<file path="src/sv/rmq_pkg.sv">
// Shared types, widths and helpers for the rotation-matrix-to-quaternion unit.
`default_nettype none
package rmq_pkg;

  // Number format: signed fixed point with two integer bits.
  localparam int DATA_WIDTH = 16;
  localparam int FRAC       = DATA_WIDTH - 2;

  // Signed width that holds any trace or radicand.
  localparam int EW  = DATA_WIDTH + 2;
  // Unsigned width of a positive radicand.
  localparam int RW  = DATA_WIDTH + 1;
  // Width of the radicand scaled by 2^FRAC.
  localparam int VW  = RW + FRAC;
  // Width of the integer square root.
  localparam int SQW = (VW + 1) / 2;
  // Width of the trial value in the square root recurrence.
  localparam int TW  = 2 * SQW + 1;
  // Width of the magnitude of an off-diagonal sum or difference.
  localparam int MW  = DATA_WIDTH + 1;
  // Width of the divider numerator (magnitude scaled, plus rounding term).
  localparam int NW  = MW + FRAC;
  // Width of the divisor 2R.
  localparam int DVW = SQW + 1;
  // Quotient width; the smallest root bounds the largest quotient.
  localparam int QW  = NW - FRAC / 2 - 1;
  // Width of the shifted divisor used in the compare.
  localparam int CW  = DVW + QW;
  // Number of divided components per word.
  localparam int LANES = 3;

  // Branch codes: which component comes from the root directly.
  localparam logic [1:0] SEL_W = 2'd0;
  localparam logic [1:0] SEL_X = 2'd1;
  localparam logic [1:0] SEL_Y = 2'd2;
  localparam logic [1:0] SEL_Z = 2'd3;

  typedef struct packed {
    logic signed [DATA_WIDTH-1:0] m00;
    logic signed [DATA_WIDTH-1:0] m01;
    logic signed [DATA_WIDTH-1:0] m02;
    logic signed [DATA_WIDTH-1:0] m10;
    logic signed [DATA_WIDTH-1:0] m11;
    logic signed [DATA_WIDTH-1:0] m12;
    logic signed [DATA_WIDTH-1:0] m20;
    logic signed [DATA_WIDTH-1:0] m21;
    logic signed [DATA_WIDTH-1:0] m22;
  } in_word_t;

  typedef struct packed {
    logic signed [DATA_WIDTH-1:0] qx;
    logic signed [DATA_WIDTH-1:0] qy;
    logic signed [DATA_WIDTH-1:0] qz;
    logic signed [DATA_WIDTH-1:0] qw;
    logic                         degenerate;
  } out_word_t;

  // Per-word side information that rides along the pipeline.
  typedef struct packed {
    logic [1:0]                  sel;
    logic                        degen;
    logic [LANES-1:0]            neg;
    logic [LANES-1:0][MW-1:0]    mag;
  } meta_t;

  typedef struct packed {
    meta_t          meta;
    logic [VW-1:0]  v;
  } front_t;

  typedef struct packed {
    meta_t           meta;
    logic [VW-1:0]   rem;
    logic [SQW-1:0]  root;
  } sqrt_t;

  typedef struct packed {
    logic [1:0]               sel;
    logic                     degen;
    logic [LANES-1:0]         neg;
    logic [SQW-1:0]           root;
    logic [DVW-1:0]           dvs;
    logic [LANES-1:0][NW-1:0] rem;
    logic [LANES-1:0][QW-1:0] quo;
  } div_t;

  // Apply the sign to a quotient magnitude and clamp to the output range.
  function automatic logic [DATA_WIDTH-1:0] sat_lane(input logic neg,
                                                     input logic [QW-1:0] q);
    logic [QW-1:0] pmax;
    logic [QW-1:0] nmax;
    logic [QW-1:0] negq;
    pmax = QW'((64'd1 << (DATA_WIDTH - 1)) - 64'd1);
    nmax = QW'(64'd1 << (DATA_WIDTH - 1));
    negq = QW'(0) - q;
    if (!neg) begin
      sat_lane = (q > pmax) ? pmax[DATA_WIDTH-1:0] : q[DATA_WIDTH-1:0];
    end else begin
      sat_lane = (q > nmax) ? nmax[DATA_WIDTH-1:0] : negq[DATA_WIDTH-1:0];
    end
  endfunction

  // Half of the root, rounded half up, clamped to the positive limit.
  function automatic logic [DATA_WIDTH-1:0] big_comp(input logic [SQW-1:0] root);
    logic [SQW:0] half;
    logic [SQW:0] pmax;
    half = ({1'b0, root} + (SQW+1)'(1)) >> 1;
    pmax = (SQW+1)'((64'd1 << (DATA_WIDTH - 1)) - 64'd1);
    big_comp = (half > pmax) ? pmax[DATA_WIDTH-1:0] : half[DATA_WIDTH-1:0];
  endfunction

endpackage
`default_nettype wire

</file>
<file path="src/sv/rmq_sqrt.sv">
// Pipelined integer square root, one root bit per stage.
`default_nettype none
module rmq_sqrt (
  input  wire logic             clk,
  input  wire logic             rst_n,
  input  wire logic             up_valid,
  output logic                  up_adv,
  input  wire rmq_pkg::front_t  up_data,
  output logic                  dn_valid,
  input  wire logic             dn_adv,
  output rmq_pkg::sqrt_t        dn_data
);
  import rmq_pkg::*;

  sqrt_t st_in  [SQW+1];
  logic  vl_in  [SQW+1];
  logic  adv    [SQW+1];
  sqrt_t st_r   [SQW];
  logic  vld_r  [SQW];

  // Seed: full remainder, empty root.
  assign st_in[0].meta = up_data.meta;
  assign st_in[0].rem  = up_data.v;
  assign st_in[0].root = '0;
  assign vl_in[0]      = up_valid;
  assign adv[SQW]      = dn_adv;

  for (genvar i = 0; i < SQW; i++) begin : g_stage
    localparam int K = SQW - 1 - i;
    logic [TW-1:0] trial;
    sqrt_t         st_nxt;

    // Try setting root bit K: the square grows by root*2^(K+1) + 2^(2K).
    always_comb begin
      trial  = (TW'(st_in[i].root) << (K + 1)) | (TW'(1) << (2 * K));
      st_nxt = st_in[i];
      if (TW'(st_in[i].rem) >= trial) begin
        st_nxt.rem  = st_in[i].rem - VW'(trial);
        st_nxt.root = st_in[i].root | (SQW'(1) << K);
      end
    end

    assign adv[i] = !vld_r[i] || adv[i+1];

    always_ff @(posedge clk) begin
      if (!rst_n) begin
        vld_r[i] <= 1'b0;
      end else if (adv[i]) begin
        vld_r[i] <= vl_in[i];
      end
    end

    always_ff @(posedge clk) begin
      if (adv[i] && vl_in[i]) begin
        st_r[i] <= st_nxt;
      end
    end

    assign st_in[i+1] = st_r[i];
    assign vl_in[i+1] = vld_r[i];
  end

  assign up_adv   = adv[0];
  assign dn_valid = vl_in[SQW];
  assign dn_data  = st_in[SQW];

endmodule
`default_nettype wire

</file>
<file path="config.mk">
export PLATFORM = sky130hd
export DESIGN_NAME = rmq_sqrt
export DESIGN_NICKNAME = d
export VERILOG_FILES = /design/src/sv/rmq_pkg.sv /design/src/sv/rmq_sqrt.sv
export SDC_FILE = /design/constraint.sdc
export NUM_CORES = 1
export LEC_CHECK = 0
export BUFFER_PORTS_ARGS = -buffer_cell sky130_fd_sc_hd__buf_2
export CAP_MARGIN = 20
export CORE_MARGIN = 4
export CORE_UTILIZATION = 40
export DETAILED_ROUTE_END_ITERATION = 7
export HOLD_SLACK_MARGIN = 0.1
export PLACE_DENSITY_LB_ADDON = 0.2
export SLEW_MARGIN = 20
export SYNTH_ARGS = -nofsm -noshare
export SYNTH_HDL_FRONTEND = slang
export SYNTH_SLANG_ARGS = --single-unit
</file>
<file path="constraint.sdc">
create_clock -name clk -period 11.8 [get_ports clk]
set_clock_uncertainty 0.05 [all_clocks]
set_input_delay 2.36 -clock clk [delete_from_list [all_inputs] [get_ports clk]]
set_output_delay 2.36 -clock clk [all_outputs]
set_load 0.05 [all_outputs]
</file>
==> results.tsv, run 1 <==
metric	value	unit
status	complete, no violations	
critical path class	in2out	
Seq cells post-synth	1560	
Remaining Overflow, GRT	0	
Synth area leader	edfxtp_1	
Core Region	0.1459	sq mm
Tmin final	7.719	ns
GRT Util Overall	12.87	%
Port Buffers	197	
die area	0.1532	sq mm
Die Ht	391.4	microns
Fmax achieved	129.6	MHz
number of buffers added for setup after CTS	0	
TritonCTS clock tree	yes	
critical path capture point type	output port	
Hold WC Path Type	reg2reg	
final WL	96.92	mm
Clock Sink Count	1560	
DRC errors left	0	
reg2reg path depth	9	
first-pass GRT wire length	152.2	mm
Area Growth Syn to Fin	13.46	%
row count	140	
max incr delay on CP	0.53	ns
CP startpoint kind	input port	
Hold Path Origin	st_r[1][573]$_DFFE_PP_	
cts bufs inserted	162	
num ports	198	
synth cell count leaders	edfxtp_1, inv_1, nand2_1	
fin nets	3887	
vias in the first global route	27295	
clock slew at reported path FFs	0.06	ns
Max Cap Viol	0	
Setup TNS	0	ns
sequential-to-total area share from yosys stat	79.66	%
crit-path max FO	9	
RSZ-0062 raised after global routing	no	
Final period util	65.41	%
deepest clock path buffer count	3	
Fin. Hold Viols	0	
Routed WL per cell	17.06	microns
initial antenna violation count	1	
syn avg cell area	17.31	sq um
Critical Path AT	5.31	ns
H-tree level count	4	
Initial Util	40.29	%
Slew HR	34.00	%
top layer in use	met4	
DR pass1 iterations	5	
Yosys warning count	0	
Reg2Reg Capture Point	st_r[0][51]$_DFFE_PP_	
DR WL met2	48.81	mm
Mapped Area	0.05879	sq mm
n_diodes	0	
Post-DRT Antenna Nets	0	
largest net degree at the start of global routing	79	
clk_lat worst skew	0.77	ns
cts-stage hold buffer count	0	
# resized after CTS	0	
layout cells sized above 1	13.76	%
critical path's slowest cell	and4_1	
top cell type's share of synthesized area	79.63	%
Fill cells	12452	
vias post-DR	26671	
share of synthesized registers carrying an async set or reset	0	%
Area contributors post-synth	edfxtp_1, ha_1, xnor2_1	
final setup vio count	0	
Post-synth EDFFs	1559	
Syn Inst Count	3396	
CP required	9.39	ns
CTS Root Cell	clkbuf_16	
Post-DP HPWL	69.22	mm
Post-DP Area	0.06158	sq mm
peak supply drop	0.1236	mV
Hold Crit Depth	0	
reg2reg setup slack	7.74	ns
die width	391.4	microns
met3 wire length	4.357	mm
Worst Hold End	st_r[1][677]$_DFFE_PP_	
via density per instance	4.694	
Power, Total	10980	uW
leak pwr	0.02261	uW
Cell Pwr Density	164.6	mW/mm^2
gpl congestion	0.8616	
CP Cell Sequence	buf_2, and2b_1, and4_1, nand3_1, nor2_2, and3_1, and3_1, nand4_1, buf_2	
r2r startpoint	vld_r[1][7]$_DFFE_PP_	
post-synthesis net count	3638	
final slew viol count	0	
Top FF cell, synth	edfxtp_1	
most common cell in the netlist	edfxtp_1	
Initial DRC Count	1402	
hold slack final	0.3565	ns
fin util	45.71	%
met1 wire length	40.04	mm
post-synthesis cell type count	87	
worst-margin pin slew	0.9900	ns
Final Cell Area	0.06670	sq mm
power breakdown:
group / switching (uW) / total (uW) / internal (uW)
registers: 16.2 / 6090 / 6080
clock network: 2020 / 4820 / 2800
logic: 46.2 / 73.0 / 26.8
per-layer routing:
metal / up-vias / track usage [%]
met1: 12653 / 15.44
met5: - / 0
met3: 216 / 2.848
met4: 0 / 5.807
li1: 13328 / -
met2: 474 / 22.23
how the worst max path moves through the flow:
stage	start	to	slack [ns]	cells after the start
2_1_floorplan	dn_adv	vld_r[0][2]$_DFFE_PP_	0.74	10
3_3_place_gp	dn_adv	up_adv	4.10	9
3_5_place_dp	dn_adv	up_adv	4.05	9
4_1_cts	dn_adv	up_adv	4.04	9
5_1_grt	dn_adv	up_adv	3.81	9
6_report	dn_adv	up_adv	4.08	9
placed cells by master (no fill, tap or decap), types with 107 or more instances in the layout:
| master | synthesis | routed |
|---|---|---|
| o21ai_0 | 129 | 128 |
| inv_1 | 189 | 189 |
| a21oi_1 | 107 | 107 |
| edfxtp_1 | 1559 | 1559 |
| nand2_1 | 181 | 181 |
| nor2_1 | 118 | 118 |
| buf_2 | 11 | 197 |
| xnor2_1 | 113 | 113 |
| ha_1 | 150 | 150 |
| clkbuf_16 | 0 | 165 |
flip-flops by register name (all words and copies together) (netlist names):
| name | count |
|---|---|
| st_r | 1544 |
| vld_r | 16 |
logic make-up after synthesis:
| family | synth area share [%] |
|---|---|
| DFF | 79.66 |
| and+or+nand+nor | 6.314 |
| AOI/OAI and AO/OA | 4.650 |
| buffers and inverters | 2.873 |
| xor gates and xnor gates | 2.935 |
| adders and majority gates | 3.192 |
| muxes | 0.3661 |
| other | 0.006378 |
through the flow:
stage               cells  setup slack [ns]
floorplan            3396            0.7390
global placement     5398             4.095
detailed placement   5398             4.051
CTS                  5682             4.045
global route         5682             3.807
finish               5682             4.081
worst max-delay path: cells and delay by family:
kind	cells	cell delay [ns]
AND/OR/NAND/NOR	7	2.57
buffers and inverters	2	0.36
layout make-up:
class	count	area (sq um)	share of cell area, %
Tap cell	1917	2399	3.596
Clock buffer	200	4260	6.387
Multi-Input combinational cell	1503	10430	15.64
Clock inverter	84	845.8	1.268
Inverter	190	713.2	1.069
Sequential cell	1560	46830	70.21
Timing Repair Buffer	228	1219	1.827
(Power assumes the default switching activity.)
==> run 2, diff against run 1 <==
- clock period: 11.8 -> 7.6 ns (I/O delays scaled with it)
==> run 2 against run 1 <==
Net effect: worst setup slack got worse by 2.6 ns; critical endpoint unchanged; count of clock-buffer cells in the layout increased by 3; global-route usage increased by 0.12 points; utilization increased by 0.17 points; sequential share of layout area decreased by 0.26 points; non-clock buffer count decreased by 7; flip-flop and latch count unchanged; routed wire length increased by 0.70%; total power increased by 58%; first-iteration DRC count decreased by 14%.
==> results.tsv, run 2 (synthesized netlist as in run 1, its figures left out) <==
metric	value	unit	change
Post-DRT Antenna Nets	0		unchanged
via density per instance	4.707		was 4.694
cts-stage hold buffer count	0		unchanged
Hold WC Path Type	reg2reg		unchanged
top flop regs	st_r: 1544 flops, vld_r: 16 flops		unchanged
H-tree level count	4		unchanged
critical path class	in2out		unchanged
Routed WL per cell	17.15	microns	was 17.06 microns
Top reg by flops	st_r		unchanged
leading cell types in the layout, fill and taps excluded	edfxtp_1, buf_2, inv_1		unchanged
Port Buffers	197		unchanged
DRC errors left	0		unchanged
fin nets	3881		was 3887
crit-path max FO	9		unchanged
Cell Pwr Density	258.6	mW/mm^2	was 164.6 mW/mm^2
TritonCTS clock tree	yes		unchanged
Slew HR	30.47	%	was 34.00%
Tmin final	6.070	ns	
# resized after CTS	0		unchanged
row count	140		unchanged
clk_lat worst skew	0.76	ns	was 0.77 ns
number of buffers added for setup after CTS	0		unchanged
fin util	45.88	%	was 45.71%
status	complete, no violations		unchanged
Fin. Hold Viols	0		unchanged
deepest clock path buffer count	3		unchanged
Post-DP HPWL	67.58	mm	was 69.22 mm
leak pwr	0.02268	uW	was 0.02261 uW
num ports	198		unchanged
layout cells sized above 1	13.79	%	was 13.76%
fin worst setup slack	1.530	ns	was 4.081 ns
max reg flops	1544		unchanged
Fmax achieved	164.7	MHz	
final setup vio count	0		unchanged
pre-CTS WS	1.488	ns	was 4.051 ns
vias in the first global route	27693		was 27295
Initial Util	40.29	%	unchanged
RSZ-0062 raised after global routing	no		unchanged
Critical Path AT	4.50	ns	was 5.31 ns
Area Growth Syn to Fin	13.88	%	was 13.46%
vias post-DR	26776		was 26671
gpl congestion	0.8494		was 0.8616
GRT Util Overall	12.99	%	was 12.87%
Core Region	0.1459	sq mm	unchanged
Setup TNS	0	ns	unchanged
CP Cell Sequence	buf_2, and2b_1, and4_1, nand3_1, nor2_2, and3_1, and3_1, nand4_1, buf_2		unchanged
cts bufs inserted	163		was 162
die area	0.1532	sq mm	unchanged
final WL	97.59	mm	was 96.92 mm
Power, Total	17310	uW	was 10980 uW
Crit path max-delay family	simple AND/OR/NAND/NOR gates		unchanged
Die Ht	391.4	microns	unchanged
peak supply drop	0.1927	mV	was 0.1236 mV
CTS Root Cell	clkbuf_16		unchanged
Final period util	79.87	%	
first-pass GRT wire length	153.3	mm	was 152.2 mm
clock slew at reported path FFs	0.06	ns	about the same
worst-margin pin slew	1.043	ns	was 0.9900 ns
hold slack final	0.3485	ns	was 0.3565 ns
final slew viol count	0		unchanged
DR pass1 iterations	5		unchanged
Max Cap Viol	0		unchanged
Initial DRC Count	1206		was 1402
die width	391.4	microns	unchanged
commonest non-fill, non-tap cell in the layout	edfxtp_1		unchanged
Remaining Overflow, GRT	0		unchanged
initial antenna violation count	1		unchanged
max incr delay on CP	0.52	ns	was 0.53 ns
Clock Sink Count	1560		unchanged
largest net degree at the start of global routing	105		was 79
Worst Path Buf+Inv	2		unchanged
critical path capture point type	output port		unchanged
CP required	6.03	ns	was 9.39 ns
CP startpoint kind	input port		unchanged
critical path's slowest cell	and4_1		unchanged
run 2: changes by cell type in the layout (fill, tap and decap cells not counted), moves of 2 or more:
cell	previous run	this run
clkinv_16	3	6
buf_4	31	19
clkinvlp_4	2	6
bufinv_16	10	15
clkbuf_1	35	39
buf_12	0	5
clkinv_2	27	29
clkinv_4	7	3
run 2: where the power goes:
part / switching, uW / total [uW] / internal, uW
logic: 72.7 / 114 / 41.4
registers: 26.0 / 9460 / 9430
clock network: 3210 / 7740 / 4530
run 2: path summary, 6_finish.rpt:
path | end | start | cells after the start | slack, ns
setup / recovery | up_adv | dn_adv | 9 | 1.53
hold / removal | st_r[1][58]$_DFFE_PP_ | st_r[0][786]$_DFFE_PP_ | 0 | 0.35
setup reg to reg | st_r[0][101]$_DFFE_PP_ | vld_r[1][7]$_DFFE_PP_ | 9 | 3.49
hold reg to reg | st_r[1][58]$_DFFE_PP_ | st_r[0][786]$_DFFE_PP_ | 0 | 0.35
run 2: area by class of cell:
class	instances	area, sq um
diodes	1	2.502
clock buffers	203	4250
clock inverters	94	1086
fillers	12455	78960
inverters	190	713.2
multi-input cells	1503	10440
flip-flops and latches	1560	46830
well taps	1917	2399
repair buffers	221	1229
run 2: per-layer routing:
layer  wire length, microns  track usage, %
met1                  40380           15.42
met2                  50050           23.00
met3                   3708           2.717
met4                   3452           5.270
met5                      0               0
run 2: per-stage QoR:
| stage | cell area, sq um | cells |
|---|---|---|
| finish | 66950 | 5689 |
| global route | 66950 | 5688 |
| CTS | 66930 | 5688 |
| detailed placement | 61600 | 5391 |
| global placement | 61600 | 5391 |
| floorplan | 58810 | 3396 |
==> run 3, diff against run 2 <==
- clock period: 7.6 -> 5.8 ns (I/O delays scaled with it)
==> run 3 against run 2 <==
Net effect: sequential share of layout area grew 0.083 points; count of clock-buffer cells in the layout is 6 lower; critical path type unchanged; die area did not move; flip-flop and latch count did not move; worst hold slack better by 0.0047 ns; critical path depth unchanged; sequential power rose by 31%; first-iteration DRC count increased by 19%.
==> results.tsv, run 3 (synthesized netlist as in run 1, its figures left out) <==
metric	value	unit	change
peak supply drop	0.2577	mV	was 0.1927 mV
Cell Pwr Density	334.8	mW/mm^2	was 258.6 mW/mm^2
clk_lat worst skew	0.76	ns	about the same
number of buffers added for setup after CTS	0		unchanged
Fmax achieved	188.6	MHz	
vias post-DR	26931		was 26776
die area	0.1532	sq mm	unchanged
Die Ht	391.4	microns	unchanged
gpl congestion	0.8676		was 0.8494
CP startpoint kind	input port		unchanged
reg2reg setup slack	1.91	ns	was 3.49 ns
Area Growth Syn to Fin	13.75	%	was 13.88%
Switching Share	18.92	%	was 19.10%
DR pass1 iterations	5		unchanged
critical path capture point type	output port		unchanged
P_int	18150	uW	was 14000 uW
cts bufs inserted	161		was 163
Top reg by flops	st_r		unchanged
Hold Crit Depth	0		unchanged
fin nets	3886		was 3881
Tmin final	5.302	ns	
clock slew at reported path FFs	0.06	ns	about the same
Port Buffers	197		unchanged
die width	391.4	microns	unchanged
critical path class	in2out		unchanged
Clock Sink Count	1560		unchanged
via density per instance	4.732		was 4.707
Fin. Hold Viols	0		unchanged
Hold WC Path Type	reg2reg		unchanged
layout cells sized above 1	13.76	%	was 13.79%
Initial Util	40.29	%	unchanged
largest net degree at the start of global routing	105		unchanged
final setup vio count	0		unchanged
Initial DRC Count	1435		was 1206
H-tree level count	4		unchanged
NetSw	4236	uW	was 3307 uW
CP Cell Sequence	buf_2, and2b_1, and4_1, nand3_1, nor2_2, and3_1, and3_1, nand4_1, buf_2		unchanged
DRC errors left	0		unchanged
Post-DRT Antenna Nets	0		unchanged
reg2reg path depth	9		unchanged
cts-stage hold buffer count	0		unchanged
vias in the first global route	27475		was 27693
leak pwr	0.02264	uW	was 0.02268 uW
CTS Root Cell	clkbuf_16		unchanged
deepest clock path buffer count	3		unchanged
register share of total power	55.3	%	was 54.6%
Routed WL per cell	16.80	microns	was 17.15 microns
Post-DP HPWL	63.23	mm	was 67.58 mm
Setup TNS	0	ns	unchanged
top flop regs	st_r: 1544 flops, vld_r: 16 flops		unchanged
commonest non-fill, non-tap cell in the layout	edfxtp_1		unchanged
leading cell types in the layout, fill and taps excluded	edfxtp_1, buf_2, inv_1		unchanged
worst-margin pin slew	1.044	ns	was 1.043 ns
Max Cap Viol	0		unchanged
max reg flops	1544		unchanged
fin util	45.83	%	was 45.88%
CP required	4.59	ns	was 6.03 ns
final slew viol count	0		unchanged
max incr delay on CP	0.52	ns	about the same
critical path's slowest cell	and4_1		unchanged
combinational share of power	0.7	%	about the same
Fill cells	12498		was 12455
Final period util	91.41	%	
Critical Path AT	4.09	ns	was 4.50 ns
# resized after CTS	0		unchanged
Core Region	0.1459	sq mm	unchanged
first-pass GRT wire length	150.7	mm	was 153.3 mm
final WL	95.60	mm	was 97.59 mm
RSZ-0062 raised after global routing	no		unchanged
GRT Util Overall	12.63	%	was 12.99%
Slew HR	29.31	%	was 30.47%
row count	140		unchanged
crit-path max FO	9		unchanged
status	complete, no violations		unchanged
num ports	198		unchanged
Clock power frac	44.0	%	was 44.7%
TritonCTS clock tree	yes		unchanged
Remaining Overflow, GRT	0		unchanged
initial antenna violation count	1		unchanged
[run 3: cell types whose count changed in the layout (fill, tap and decap cells not counted), sizes merged]
cell      before  now
buf          221  228
clkbuf       203  197
clkinv        66   71
bufinv        15   12
inv          197  194
clkinvlp       6    8
[run 3: metrics by stage]
stage          total power (uW)  cell area, sq um  hold WS [ns]  instances  setup WS [ns]
6_report                  22390             66870        0.3531       5691         0.4980
5_1_grt                   23270             66870        0.3626       5690         0.2166
4_1_cts                   22750             66870        0.3553       5690         0.4812
3_5_place_dp              12790             61760        0.3545       5398         0.5002
3_3_place_gp              12790             61760        0.3501       5398         0.4943
2_1_floorplan             12710             58820        0.3503       3396         -1.372
[run 3: layout make-up]
cell class / instances / area (sq um) / share of cell area, %
diodes: 1 / 2.502 / 0.003742
well taps: 1917 / 2399 / 3.587
flip-flops and latches: 1560 / 46830 / 70.03
inverters: 190 / 713.2 / 1.066
clock buffers: 197 / 4228 / 6.322
multi-input cells: 1503 / 10430 / 15.59
clock inverters: 95 / 874.6 / 1.308
repair buffers: 228 / 1394 / 2.084
[run 3: routing by layer]
layer,GRT usage (%),routed length (microns)
met5,0,0
met3,2.607,3718
met4,4.841,3049
met1,15.23,40320
met2,22.26,48520
[run 3: critical path: cells and delay by family]
kind                   cells  cell delay [ns]
and+or+nand+nor            7             2.56
buffers and inverters      2             0.36
[run 3: power groups by stage]
| stage | Clock [uW] | Combinational, uW | Sequential, uW |
|---|---|---|---|
| global route | 10700 | 178 | 12400 |
| global placement | 0 | 161 | 12600 |
| detailed placement | 0 | 163 | 12600 |
| finish | 9840 | 158 | 12400 |
| floorplan | 0 | 87.8 | 12600 |
| CTS | 10200 | 164 | 12400 |
[run 3: worst paths after layout]
check | startpoint | end
worst max-delay path | dn_adv | up_adv
worst min-delay path | st_r[1][66]$_DFFE_PP_ | st_r[1][170]$_DFFE_PP_
worst max register to register | vld_r[1][7]$_DFFE_PP_ | st_r[0][97]$_DFFE_PP_
worst min register to register | st_r[1][66]$_DFFE_PP_ | st_r[1][170]$_DFFE_PP_
