### src/sv/rmq_pkg.sv
// Shared types, widths and helpers for the rotation-matrix-to-quaternion unit.
`default_nettype none
package rmq_pkg;

  // Number format: signed fixed point with two integer bits.
  localparam int DATA_WIDTH = 16;
  localparam int FRAC       = DATA_WIDTH - 2;

  // Signed width that holds any trace or radicand.
  localparam int EW  = DATA_WIDTH + 2;
  // Unsigned width of a positive radicand.
  localparam int RW  = DATA_WIDTH + 1;
  // Width of the radicand scaled by 2^FRAC.
  localparam int VW  = RW + FRAC;
  // Width of the integer square root.
  localparam int SQW = (VW + 1) / 2;
  // Width of the trial value in the square root recurrence.
  localparam int TW  = 2 * SQW + 1;
  // Width of the magnitude of an off-diagonal sum or difference.
  localparam int MW  = DATA_WIDTH + 1;
  // Width of the divider numerator (magnitude scaled, plus rounding term).
  localparam int NW  = MW + FRAC;
  // Width of the divisor 2R.
  localparam int DVW = SQW + 1;
  // Quotient width; the smallest root bounds the largest quotient.
  localparam int QW  = NW - FRAC / 2 - 1;
  // Width of the shifted divisor used in the compare.
  localparam int CW  = DVW + QW;
  // Number of divided components per word.
  localparam int LANES = 3;

  // Branch codes: which component comes from the root directly.
  localparam logic [1:0] SEL_W = 2'd0;
  localparam logic [1:0] SEL_X = 2'd1;
  localparam logic [1:0] SEL_Y = 2'd2;
  localparam logic [1:0] SEL_Z = 2'd3;

  typedef struct packed {
    logic signed [DATA_WIDTH-1:0] m00;
    logic signed [DATA_WIDTH-1:0] m01;
    logic signed [DATA_WIDTH-1:0] m02;
    logic signed [DATA_WIDTH-1:0] m10;
    logic signed [DATA_WIDTH-1:0] m11;
    logic signed [DATA_WIDTH-1:0] m12;
    logic signed [DATA_WIDTH-1:0] m20;
    logic signed [DATA_WIDTH-1:0] m21;
    logic signed [DATA_WIDTH-1:0] m22;
  } in_word_t;

  typedef struct packed {
    logic signed [DATA_WIDTH-1:0] qx;
    logic signed [DATA_WIDTH-1:0] qy;
    logic signed [DATA_WIDTH-1:0] qz;
    logic signed [DATA_WIDTH-1:0] qw;
    logic                         degenerate;
  } out_word_t;

  // Per-word side information that rides along the pipeline.
  typedef struct packed {
    logic [1:0]                  sel;
    logic                        degen;
    logic [LANES-1:0]            neg;
    logic [LANES-1:0][MW-1:0]    mag;
  } meta_t;

  typedef struct packed {
    meta_t          meta;
    logic [VW-1:0]  v;
  } front_t;

  typedef struct packed {
    meta_t           meta;
    logic [VW-1:0]   rem;
    logic [SQW-1:0]  root;
  } sqrt_t;

  typedef struct packed {
    logic [1:0]               sel;
    logic                     degen;
    logic [LANES-1:0]         neg;
    logic [SQW-1:0]           root;
    logic [DVW-1:0]           dvs;
    logic [LANES-1:0][NW-1:0] rem;
    logic [LANES-1:0][QW-1:0] quo;
  } div_t;

  // Apply the sign to a quotient magnitude and clamp to the output range.
  function automatic logic [DATA_WIDTH-1:0] sat_lane(input logic neg,
                                                     input logic [QW-1:0] q);
    logic [QW-1:0] pmax;
    logic [QW-1:0] nmax;
    logic [QW-1:0] negq;
    pmax = QW'((64'd1 << (DATA_WIDTH - 1)) - 64'd1);
    nmax = QW'(64'd1 << (DATA_WIDTH - 1));
    negq = QW'(0) - q;
    if (!neg) begin
      sat_lane = (q > pmax) ? pmax[DATA_WIDTH-1:0] : q[DATA_WIDTH-1:0];
    end else begin
      sat_lane = (q > nmax) ? nmax[DATA_WIDTH-1:0] : negq[DATA_WIDTH-1:0];
    end
  endfunction

  // Half of the root, rounded half up, clamped to the positive limit.
  function automatic logic [DATA_WIDTH-1:0] big_comp(input logic [SQW-1:0] root);
    logic [SQW:0] half;
    logic [SQW:0] pmax;
    half = ({1'b0, root} + (SQW+1)'(1)) >> 1;
    pmax = (SQW+1)'((64'd1 << (DATA_WIDTH - 1)) - 64'd1);
    big_comp = (half > pmax) ? pmax[DATA_WIDTH-1:0] : half[DATA_WIDTH-1:0];
  endfunction

endpackage
`default_nettype wire

### src/sv/rmq_front.sv
// Front stage: branch choice, radicand and off-diagonal terms.
`default_nettype none
module rmq_front (
  input  wire logic              clk,
  input  wire logic              rst_n,
  input  wire logic              up_valid,
  output logic                   up_adv,
  input  wire rmq_pkg::in_word_t up_word,
  output logic                   dn_valid,
  input  wire logic              dn_adv,
  output rmq_pkg::front_t        dn_data
);
  import rmq_pkg::*;

  logic            vld_r;
  front_t          data_r;
  front_t          data_nxt;

  logic signed [EW-1:0] a00, a11, a22, one, tr, r;
  logic signed [MW-1:0] d_wx, d_wy, d_wz, s_xy, s_xz, s_yz;
  logic signed [MW-1:0] lane_d [LANES];
  logic [1:0]           sel;

  // Widen the diagonal and form the trace.
  always_comb begin
    a00 = EW'(up_word.m00);
    a11 = EW'(up_word.m11);
    a22 = EW'(up_word.m22);
    one = EW'(1) <<< FRAC;
    tr  = a00 + a11 + a22;
  end

  // Pick the branch and its radicand; comparisons are strict.
  always_comb begin
    if (tr > 0) begin
      sel = SEL_W;
      r   = tr + one;
    end else if (a00 > a11 && a00 > a22) begin
      sel = SEL_X;
      r   = one + a00 - a11 - a22;
    end else if (a11 > a22) begin
      sel = SEL_Y;
      r   = one + a11 - a00 - a22;
    end else begin
      sel = SEL_Z;
      r   = one + a22 - a00 - a11;
    end
  end

  // Off-diagonal sums and differences at full precision.
  always_comb begin
    d_wx = MW'(up_word.m21) - MW'(up_word.m12);
    d_wy = MW'(up_word.m02) - MW'(up_word.m20);
    d_wz = MW'(up_word.m10) - MW'(up_word.m01);
    s_xy = MW'(up_word.m01) + MW'(up_word.m10);
    s_xz = MW'(up_word.m02) + MW'(up_word.m20);
    s_yz = MW'(up_word.m12) + MW'(up_word.m21);
  end

  // Lanes hold the three divided components: x, y, z for the w branch, else w, then the other two in x, y, z order.
  always_comb begin
    case (sel)
      SEL_W: begin
        lane_d[0] = d_wx; lane_d[1] = d_wy; lane_d[2] = d_wz;
      end
      SEL_X: begin
        lane_d[0] = d_wx; lane_d[1] = s_xy; lane_d[2] = s_xz;
      end
      SEL_Y: begin
        lane_d[0] = d_wy; lane_d[1] = s_xy; lane_d[2] = s_yz;
      end
      default: begin
        lane_d[0] = d_wz; lane_d[1] = s_xz; lane_d[2] = s_yz;
      end
    endcase
  end

  // Assemble the next word.
  always_comb begin
    data_nxt.meta.sel   = sel;
    data_nxt.meta.degen = r[EW-1] || (r == '0);
    for (int l = 0; l < LANES; l++) begin
      data_nxt.meta.neg[l] = lane_d[l][MW-1];
      data_nxt.meta.mag[l] = lane_d[l][MW-1] ? MW'(-lane_d[l]) : MW'(lane_d[l]);
    end
    data_nxt.v = {r[RW-1:0], {FRAC{1'b0}}};
  end

  assign up_adv = !vld_r || dn_adv;

  // Stage register.
  always_ff @(posedge clk) begin
    if (!rst_n) begin
      vld_r <= 1'b0;
    end else if (up_adv) begin
      vld_r <= up_valid;
    end
  end

  always_ff @(posedge clk) begin
    if (up_adv && up_valid) begin
      data_r <= data_nxt;
    end
  end

  assign dn_valid = vld_r;
  assign dn_data  = data_r;

endmodule
`default_nettype wire

### config.mk
export PLATFORM = sky130hd
export DESIGN_NAME = rmq_front
export DESIGN_NICKNAME = d
export VERILOG_FILES = /design/src/sv/rmq_pkg.sv /design/src/sv/rmq_front.sv
export SDC_FILE = /design/constraint.sdc
export NUM_CORES = 1
export LEC_CHECK = 0
export BUFFER_PORTS_ARGS = -buffer_cell sky130_fd_sc_hd__buf_2
export CORE_MARGIN = 4
export CORE_UTILIZATION = 34
export CTS_BUF_LIST = sky130_fd_sc_hd__clkbuf_16
export DETAILED_ROUTE_END_ITERATION = 8
export PLACE_DENSITY = 0.53
export SYNTH_ARGS = -nofsm -noshare
export SYNTH_HDL_FRONTEND = slang
export SYNTH_SLANG_ARGS = --single-unit
export TNS_END_PERCENT = 10
### constraint.sdc
create_clock -name clk -period 15.6 [get_ports clk]
set_input_delay 4.68 -clock clk [delete_from_list [all_inputs] [get_ports clk]]
set_output_delay 4.68 -clock clk [all_outputs]
set_load 0.02 [all_outputs]
==> results.toml, run 1 <==
[outcome]
outcome = "finished, final reports clean"

[grt]
grt_pass1_vias = 14890
grt_overflow_total = 0
antenna_found_initial = 3
grt_max_degree = 75
grt_pass1_wl_um = 87080
globalRouteTotalUtil = 0.2080

[timing]
slew_viol_final = 0
rsz0062_at_grt = "no"
layout_min_cycle_time_ns = 10.61
setup_viol = 0
max_freq_ghz = 0.09429
slew_headroom = 0.2838
tightest_slew_ns = 1.068
finalCritPeriodShare = 0.6798
tns_ns = 0
whs_ns = 0.5336
finalHoldViolations = 0
setup_slack_ns = 4.995
clock_skew_ns = 0.008754

[critical_path]
ff2ff_path_depth = 2
r2r_slack_ns = 13.91
reg2reg_to = "dn_data[54]$_DFFE_PP_"
crit_path_end = "dn_data[64]$_SDFFCE_PP0P_"
crit_start = "up_word[1]"
cp-end-kind = "register"
critPathLaunchType = "primary input"
required_ns = 15.71
crit_arrival_ns = 10.72
r2r-start = "dn_valid$_SDFFE_PN0N_"
path_class = "in2reg"
critPathMaxFanout = 70

[yosys]
avgSynthCellArea_um2 = 8.355
synthDistinctLibCells = 97
async_flop_share = 0
synthFlopType = "edfxtp_1"
synth-compound-area-share = 0.2144
yosysWarnings = 0
synthMuxAreaShare = 0.02872
synth_seq_area_share = 0.1327
synthesis.area_um2 = 16900
postSynthCellCount = 2023
synth_fa_ha_area_frac = 0.3097
ys_top_cells_by_area = "ha_1 (22%), edfxtp_1 (13%), fa_1 (8.8%), xnor2_1 (5.4%), inv_1 (4.4%)"
synth_top_area_share = 0.2221
synth_xor_area_frac = 0.07618
yosys.area_share.simple = 0.1680
yosys.area.top_type = "ha_1"
synth-edff-count = 74
ys_seq_elements = 75
synth_top_family_by_area = "adder cells"

[floorplanning]
die-area_um2 = 53340
core_um2 = 49050
row_count = 81
die_y_um = 231.0
ios = 238
initial_core_util = 0.3446
die_w_um = 231.0

[clock_network]
post_cts_buffers = 0
clk_latency_ns = 0.36
clkTransAtPathRegs_ns = 0.07
cts_buffers = 9
ctsResizeCount = 0
htree_levels = 3
cts.sinks = 75
tritoncts = "yes"
postCtsHoldBufs = 0
cts-root-buf = "clkbuf_16"
clockBufferDepth = 2

[routing]
drt-pass1-iter-count = 5
via_count = 15220
drc = 0
drt_iter0_drc = 1084
drt-total-wl_um = 56810
wl_per_cell_um = 19.84
viasPerCell = 5.317
ant_nets = 0

[layout]
multi_input_area_um2 = 13540
fill_cells = 5193
regArea_um2 = 2242
mostFrequentLayoutCells = "ha_1 (300), buf_2 (223), inv_1 (199)"
syn_to_final_growth_pct = 11.31
stdcell_area_um2 = 18810
fin_nets = 2716
mostFrequentLayoutCell = "ha_1"
drive_gt1_frac = 0.1406

[hold_path]
hold_class = "reg2reg"

[power_and_ir_drop]
vdd_ir_drop_max_mv = 0.04606
powerDensity_nw_per_um2 = 101.0
seq_power_share = 0.189
clockPowerShare = 0.112
fin_total_pwr_w = 0.001900
swShare = 0.5047
power.internal_w = 0.0009412
combPwrFrac = 0.699
power.leakage_nw = 8.649
p_sw_w = 0.0009590

[placement]
place_congestion = 0.9056
dpl_cell_area_um2 = 18530
post-place-ws_ns = 4.655
hpwl_um = 47390
portBuffers = 223

[flow_run]
maxCapViolCount = 0
## flip-flops by register name (all words and copies together) (netlist names)
signal    count
dn_data      74
dn_valid      1
## power groups by stage
stage,sequential (W),clock (W),combinational (W)
5_1_grt,0.000363,0.000225,0.00147
3_5_place_dp,0.000361,0,0.00131
3_3_place_gp,0.000364,0,0.00130
6_report,0.000358,0.000213,0.00133
4_1_cts,0.000360,0.000220,0.00132
2_1_floorplan,0.000419,0,0.000870
## through the flow
| step | util | instances |
|---|---|---|
| 6_report | 0.3835 | 2863 |
| 3_3_place_gp | 0.3777 | 2847 |
| 5_1_grt | 0.3835 | 2862 |
| 4_1_cts | 0.3835 | 2862 |
| 2_1_floorplan | - | 2036 |
| 3_5_place_dp | 0.3777 | 2847 |
## worst min-delay path by stage
stage / from / end / cells after the start
after detailed placement: dn_valid$_SDFFE_PN0N_ / dn_valid$_SDFFE_PN0N_ / 2
after global placement: dn_valid$_SDFFE_PN0N_ / dn_valid$_SDFFE_PN0N_ / 2
after floorplan: dn_valid$_SDFFE_PN0N_ / dn_valid$_SDFFE_PN0N_ / 2
after global routing: dn_valid$_SDFFE_PN0N_ / dn_valid$_SDFFE_PN0N_ / 2
final: dn_valid$_SDFFE_PN0N_ / dn_valid$_SDFFE_PN0N_ / 2
after CTS: dn_valid$_SDFFE_PN0N_ / dn_valid$_SDFFE_PN0N_ / 2
## synth_stat cells (all sizes together), types with 10 or more instances
| library cell | number |
|---|---|
| o31a | 11 |
| edfxtp | 74 |
| ha | 300 |
| nor3 | 50 |
| a211o | 10 |
| fa | 74 |
| a21oi | 144 |
| o21a | 29 |
| nor2b | 28 |
| o21ai | 104 |
| or3 | 22 |
| inv | 199 |
| a31oi | 42 |
| and3 | 14 |
| nor2 | 164 |
| xor2 | 42 |
| nand3 | 31 |
| a211oi | 23 |
| xnor2 | 105 |
| nor3b | 11 |
| nor4 | 17 |
| a21o | 32 |
| o21bai | 24 |
| o211ai | 25 |
| o31ai | 16 |
| mux2i | 38 |
| nand2b | 29 |
| nand2 | 123 |
| and2 | 14 |
| a2111oi | 12 |
| clkbuf | 33 |
| or2 | 15 |
| buf | 50 |
## cell families after synthesis
kind of cell             after synthesis
multiplexers                          47
other                                  1
flip-flops                            75
AO/OA/AOI/OAI                        541
XOR/XNOR                             147
AND/OR/NAND/NOR                      556
buffers and inverters                282
adder cells (fa/ha/maj)              374
## worst max-delay path, cell delays in order
cell and delay, ns:
buf_2 0.10, inv_1 0.10, fa_1 0.55, inv_1 0.04, ha_1 0.21, fa_1 0.47
a21o_1 0.22, a221oi_4 0.40, a21oi_2 0.13, nor2_1 0.11, o21ai_0 0.13, xnor2_1 0.23
ha_1 0.21, nand2_1 0.06, nor3_1 0.13, o21ai_0 0.13, nor4_2 0.28, nand4_2 0.22
o21ai_4 0.19, buf_4 0.61, nand2_1 0.24, mux2i_1 0.31, inv_1 0.09, ha_1 0.25
and3_1 0.22, and2_1 0.17, and4b_1 0.17
## final cells by class
cell class              instances  share of cell area
multi-input cells            1679              0.7197
flip-flops and latches         75              0.1192
repair buffers                230             0.06212
well taps                     664             0.04416
inverters                     199             0.03970
clock buffers                   9             0.01197
clock inverters                 6            0.003059
diodes                          1           0.0001330
## per-layer routing
| metal | track usage | routed length [um] | vias to the layer above |
|---|---|---|---|
| li1 | - | - | 7460 |
| met1 | 0.3156 | 28670 | 7279 |
| met2 | 0.3115 | 23540 | 435 |
| met3 | 0.03603 | 3730 | 44 |
| met4 | 0.03552 | 843 | 4 |
| met5 | 0 | 21 | - |
Power figures use the tool's default switching activity.
==> inputs of run 2 (changes only) <==
--- a/config.mk
+++ b/config.mk
@@ -10,7 +10,7 @@
 export CORE_UTILIZATION = 34
 export CTS_BUF_LIST = sky130_fd_sc_hd__clkbuf_16
 export DETAILED_ROUTE_END_ITERATION = 8
-export PLACE_DENSITY = 0.53
+export PLACE_DENSITY = 0.55
 export SYNTH_ARGS = -nofsm -noshare
 export SYNTH_HDL_FRONTEND = slang
 export SYNTH_SLANG_ARGS = --single-unit
==> constraint.sdc (replaced) <==
create_clock -name clk -period 8.8 [get_ports clk]
set_input_delay 2.64 -clock clk [delete_from_list [all_inputs] [get_ports clk]]
set_output_delay 2.64 -clock clk [all_outputs]
set_load 0.02 [all_outputs]
==> run 2 against run 1 <==
Against the previous run: non-clock buffer count increased by 11; register-to-register slack got worse by 6.8 ns; sequential share of layout area decreased by 0.080 points; clock power increased by 100%; final area increased by 0.67%; die area unchanged; clock-buffer cell count unchanged; via count increased by 0.29%; core utilization increased by 0.26 points; worst hold slack improved by 0.0074 ns; critical endpoint is now dn_data[77]$_DFFE_PP_; first-iteration DRC count increased by 5.0%; cell count increased by 0.38%.
==> results.toml, run 2 (synthesized netlist as in run 1, its figures left out) <==
[floorplanning]
die_w_um = 231.0
core_um2 = 49050
row_count = 81
ios = 238
die_y_um = 231.0
initial_core_util = 0.3446
die-area_um2 = 53340

[clock_network]
cts.sinks = 75
htree_levels = 3
tritoncts = "yes"
cts_buffers = 9
clkTransAtPathRegs_ns = 0.07
clk_latency_ns = 0.36
cts-root-buf = "clkbuf_16"
postCtsHoldBufs = 0
post_cts_buffers = 0
ctsResizeCount = 0
clockBufferDepth = 2

[layout]
mostFrequentLayoutCells = "ha_1 (300), buf_2 (223), inv_1 (198)"
drive_gt1_frac = 0.1462
largest_reg_flops = 74
mostFrequentLayoutCell = "ha_1"
multi_input_area_um2 = 13540
diodes = 0
regArea_um2 = 2242
fill_cells = 5103
fin_nets = 2727
stdcell_area_um2 = 18940
syn_to_final_growth_pct = 12.06

[grt]
grt_max_degree = 75
grt_overflow_total = 0
grt_pass1_wl_um = 87210
antenna_found_initial = 3
grt_pass1_vias = 14880
globalRouteTotalUtil = 0.2084

[placement]
portBuffers = 223
dpl_cell_area_um2 = 18610
place_congestion = 0.9307
hpwl_um = 47850

[timing]
tns_ns = 0
rsz0062_at_grt = "no"
max_freq_ghz = 0.1223
setup_viol = 0
tightest_slew_ns = 1.113
finalHoldViolations = 0
finalCritPeriodShare = 0.9291
slew_viol_final = 0
slew_headroom = 0.2578
whs_ns = 0.5410
layout_min_cycle_time_ns = 8.176
clock_skew_ns = 0.01240

[routing]
drc = 0
drt-total-wl_um = 57100
via_count = 15270
wl_per_cell_um = 19.87
ant_nets = 0
drt-pass1-iter-count = 5
viasPerCell = 5.312
drt_iter0_drc = 1138

[outcome]
outcome = "finished, final reports clean"

[power_and_ir_drop]
vdd_ir_drop_max_mv = 0.09151
power.leakage_nw = 8.721
powerDensity_nw_per_um2 = 182.7

[critical_path]
cp-end-kind = "register"
path_class = "in2reg"
critPathLaunchType = "primary input"
crit_arrival_ns = 8.29
critPathMaxFanout = 30
required_ns = 8.91

[hold_path]
hold_class = "reg2reg"

[flow_run]
maxCapViolCount = 0
run 2: cell types whose count changed in the layout (fill, tap and decap cells not counted), sizes merged:
cell    before  now
buf        230  241
bufinv       1    2
diode        1    0
run 2: power by group:
| part | leakage (nW) | internal, W | switching [W] |
|---|---|---|---|
| registers | 0.725 | 0.000570 | 0.0000595 |
| logic | 7.84 | 0.000898 | 0.00150 |
| clock network | 0.156 | 0.000252 | 0.000181 |
| total | 8.72 | 0.00172 | 0.00174 |
run 2: routing by layer:
metal	share of wire	wire length, um	GRT usage	vias to the layer above
met5	0.00082	47	0	-
met4	0.015	828	0.03590	6
met3	0.059	3384	0.03122	42
met2	0.41	23680	0.3086	463
met1	0.51	29150	0.3219	7280
li1	-	-	-	7475
run 2: path summary, 6_finish.rpt:
path	start	to	slack (ns)	cells past startpoint
max	up_word[5]	dn_data[77]$_DFFE_PP_	0.62	28
min	dn_valid$_SDFFE_PN0N_	dn_valid$_SDFFE_PN0N_	0.54	2
max reg2reg	dn_valid$_SDFFE_PN0N_	dn_data[59]$_DFFE_PP_	7.09	2
min reg2reg	dn_valid$_SDFFE_PN0N_	dn_valid$_SDFFE_PN0N_	0.54	2
run 2: layout make-up:
class | count | area share
flip-flops and latches | 75 | 0.1184
repair buffers | 241 | 0.06626
well taps | 664 | 0.04387
multi-input cells | 1679 | 0.7149
clock inverters | 7 | 0.005285
inverters | 199 | 0.03944
clock buffers | 9 | 0.01189
run 2: per-stage QoR:
step / std cells / utilization / worst slack (ns) / power [W]
floorplan: 2036 / - / 0.5529 / 0.002285
CTS: 2874 / 0.3860 / 0.5047 / 0.003449
finish: 2874 / 0.3861 / 0.6242 / 0.003461
global route: 2874 / 0.3861 / 0.07838 / 0.003724
detailed placement: 2858 / 0.3794 / 0.1601 / 0.002987
global placement: 2858 / 0.3794 / 0.3557 / 0.002978
run 2: worst max-delay path, cell delays in order:
cell	delay, ns
buf_2	0.13
inv_1	0.15
fa_1	0.57
inv_1	0.11
ha_1	0.39
o211ai_1	0.12
o211ai_1	0.39
a31oi_1	0.20
o21bai_1	0.17
a21oi_1	0.10
xnor2_1	0.35
inv_1	0.08
ha_1	0.20
nand2_1	0.07
nor3_1	0.04
o21ai_0	0.11
nor4_2	0.08
nand4_2	0.16
o21a_2	0.43
buf_6	0.34
a21oi_1	0.07
a21oi_1	0.18
ha_1	0.22
o211ai_1	0.14
nor4_2	0.40
and2_1	0.21
a21oi_1	0.08
xnor2_1	0.15
==> inputs of run 3 (changes only) <==
--- a/config.mk
+++ b/config.mk
@@ -6,9 +6,8 @@
 export NUM_CORES = 1
 export LEC_CHECK = 0
 export BUFFER_PORTS_ARGS = -buffer_cell sky130_fd_sc_hd__buf_2
-export CORE_MARGIN = 4
+export CORE_MARGIN = 2
 export CORE_UTILIZATION = 34
-export CTS_BUF_LIST = sky130_fd_sc_hd__clkbuf_16
 export DETAILED_ROUTE_END_ITERATION = 8
 export PLACE_DENSITY = 0.55
 export SYNTH_ARGS = -nofsm -noshare
==> run 3 against run 2 <==
Against the previous run: sequential cell count is the same; die area down 3.4%; core utilization decreased by 0.10 points; largest cell class unchanged; highest routed layer unchanged.
==> results.toml, run 3 (synthesized netlist as in run 1, its figures left out) <==
[outcome]
outcome = "finished, final reports clean"

[timing]
max_freq_ghz = 0.1218
clock_skew_ns = 0.009535
tightest_slew_ns = 1.015
rsz0062_at_grt = "no"
layout_min_cycle_time_ns = 8.208
setup_viol = 0
finalCritPeriodShare = 0.9328
tns_ns = 0
finalHoldViolations = 0
slew_viol_final = 0
slew_headroom = 0.3231

[routing]
via_count = 15250
top_layer = "met5"
drt_iter0_drc = 1137
drt-total-wl_um = 57240
wl_met3_um = 4042
dr_wl_met2_um = 24060
wl_met1_um = 28560
ant_nets = 0
drt-pass1-iter-count = 7
viasPerCell = 5.303
drc = 0
wl_per_cell_um = 19.91

[critical_path]
cp_num_buf_inv = 5
ff2ff_path_depth = 3
r2r-start = "dn_valid$_SDFFE_PN0N_"
crit_path_end = "dn_data[77]$_DFFE_PP_"
cp_top_family = "compound AO/OA/AOI/OAI gates"
required_ns = 8.91
slowest_delay_ns = 0.57
crit_start = "up_word[5]"
reg2reg_to = "dn_data[59]$_DFFE_PP_"
r2r_slack_ns = 6.99
crit_top_cell = "a21oi_1"
cpMaxStageDelayCell = "fa_1"
cp.depth = 28
critPathLaunchType = "primary input"
path_class = "in2reg"
critPathMaxFanout = 46
cp-end-kind = "register"
crit_arrival_ns = 8.32

[floorplanning]
ios = 238
die_y_um = 227.0
die-area_um2 = 51510
die_w_um = 227.0
core_um2 = 49050
initial_core_util = 0.3446
row_count = 81

[hold_path]
hold_class = "reg2reg"
hp-start = "dn_valid$_SDFFE_PN0N_"

[layout]
largest_reg_flops = 74
drive_gt1_frac = 0.1461
fin_nets = 2728
syn_to_final_growth_pct = 11.76
mostFrequentLayoutCells = "ha_1 (300), buf_2 (223), inv_1 (198)"
diodes = 0
mostFrequentLayoutCell = "ha_1"
fill_cells = 5115

[clock_network]
clk_latency_ns = 0.36
cts.sinks = 75
clockBufferDepth = 2
htree_levels = 3
postCtsHoldBufs = 0
cts_buffers = 9
clkTransAtPathRegs_ns = 0.07
ctsResizeCount = 0
tritoncts = "yes"
cts-root-buf = "clkbuf_16"
post_cts_buffers = 0

[power_and_ir_drop]
vdd_ir_drop_max_mv = 0.09346
fin_total_pwr_w = 0.003373
powerDensity_nw_per_um2 = 178.6
power.leakage_nw = 8.695

[placement]
place_congestion = 0.9003
hpwl_um = 47850
portBuffers = 223

[grt]
grt_max_degree = 65
globalRouteTotalUtil = 0.2192
grt_pass1_vias = 14470
grt_pass1_wl_um = 86480
antenna_found_initial = 3
grt_overflow_total = 0

[flow_run]
maxCapViolCount = 0
==> run 3: final cells by class <==
type	count	area, um^2	area share
sequential	75	2242	0.1187
inverter	199	747.0	0.03955
clock buffer	11	232.7	0.01232
multi-input combinational	1679	13540	0.7168
tap	664	830.8	0.04399
clock inverter	5	37.54	0.001987
timing repair buffer	242	1259	0.06664
==> run 3: how the worst min path moves through the flow <==
stage / endpoint / slack, ns / depth (start not counted)
floorplan: dn_valid$_SDFFE_PN0N_ / 0.75 / 2
global placement: dn_valid$_SDFFE_PN0N_ / 0.52 / 2
detailed placement: dn_valid$_SDFFE_PN0N_ / 0.53 / 2
CTS: dn_valid$_SDFFE_PN0N_ / 0.54 / 2
global route: dn_valid$_SDFFE_PN0N_ / 0.55 / 2
finish: dn_valid$_SDFFE_PN0N_ / 0.54 / 2
==> run 3: where the power goes <==
part	switching [W]	leakage, nW	internal [W]	total [W]
Combinational	0.00148	7.84	0.000897	0.00238
Clock	0.000169	0.126	0.000192	0.000361
Sequential	0.0000635	0.725	0.000570	0.000634
==> run 3: through the flow <==
stage,hold slack (ns),area (um^2),worst slack (ns),std cells,utilization
final,0.5444,18890,0.5916,2875,0.3851
after global routing,0.5549,18890,0.08493,2875,0.3851
after CTS,0.5401,18890,0.6709,2875,0.3851
after detailed placement,0.5349,18620,0.2982,2859,0.3796
after global placement,0.5207,18620,0.4485,2859,0.3796
after floorplan,0.7496,16950,0.5529,2036,-
==> run 3: routing by layer <==
metal,GRT usage,vias up
met5,0,-
met4,0.02699,6
met3,0.03485,38
met2,0.3301,491
met1,0.3350,7235
li1,-,7476
==> run 3: worst min-delay path: cells and delay by family (launching register included) <==
family	cells	cell delay, ns
flip-flops	1	0.31
AO/OA/AOI/OAI	1	0.09
AND/OR/NAND/NOR	1	0.10
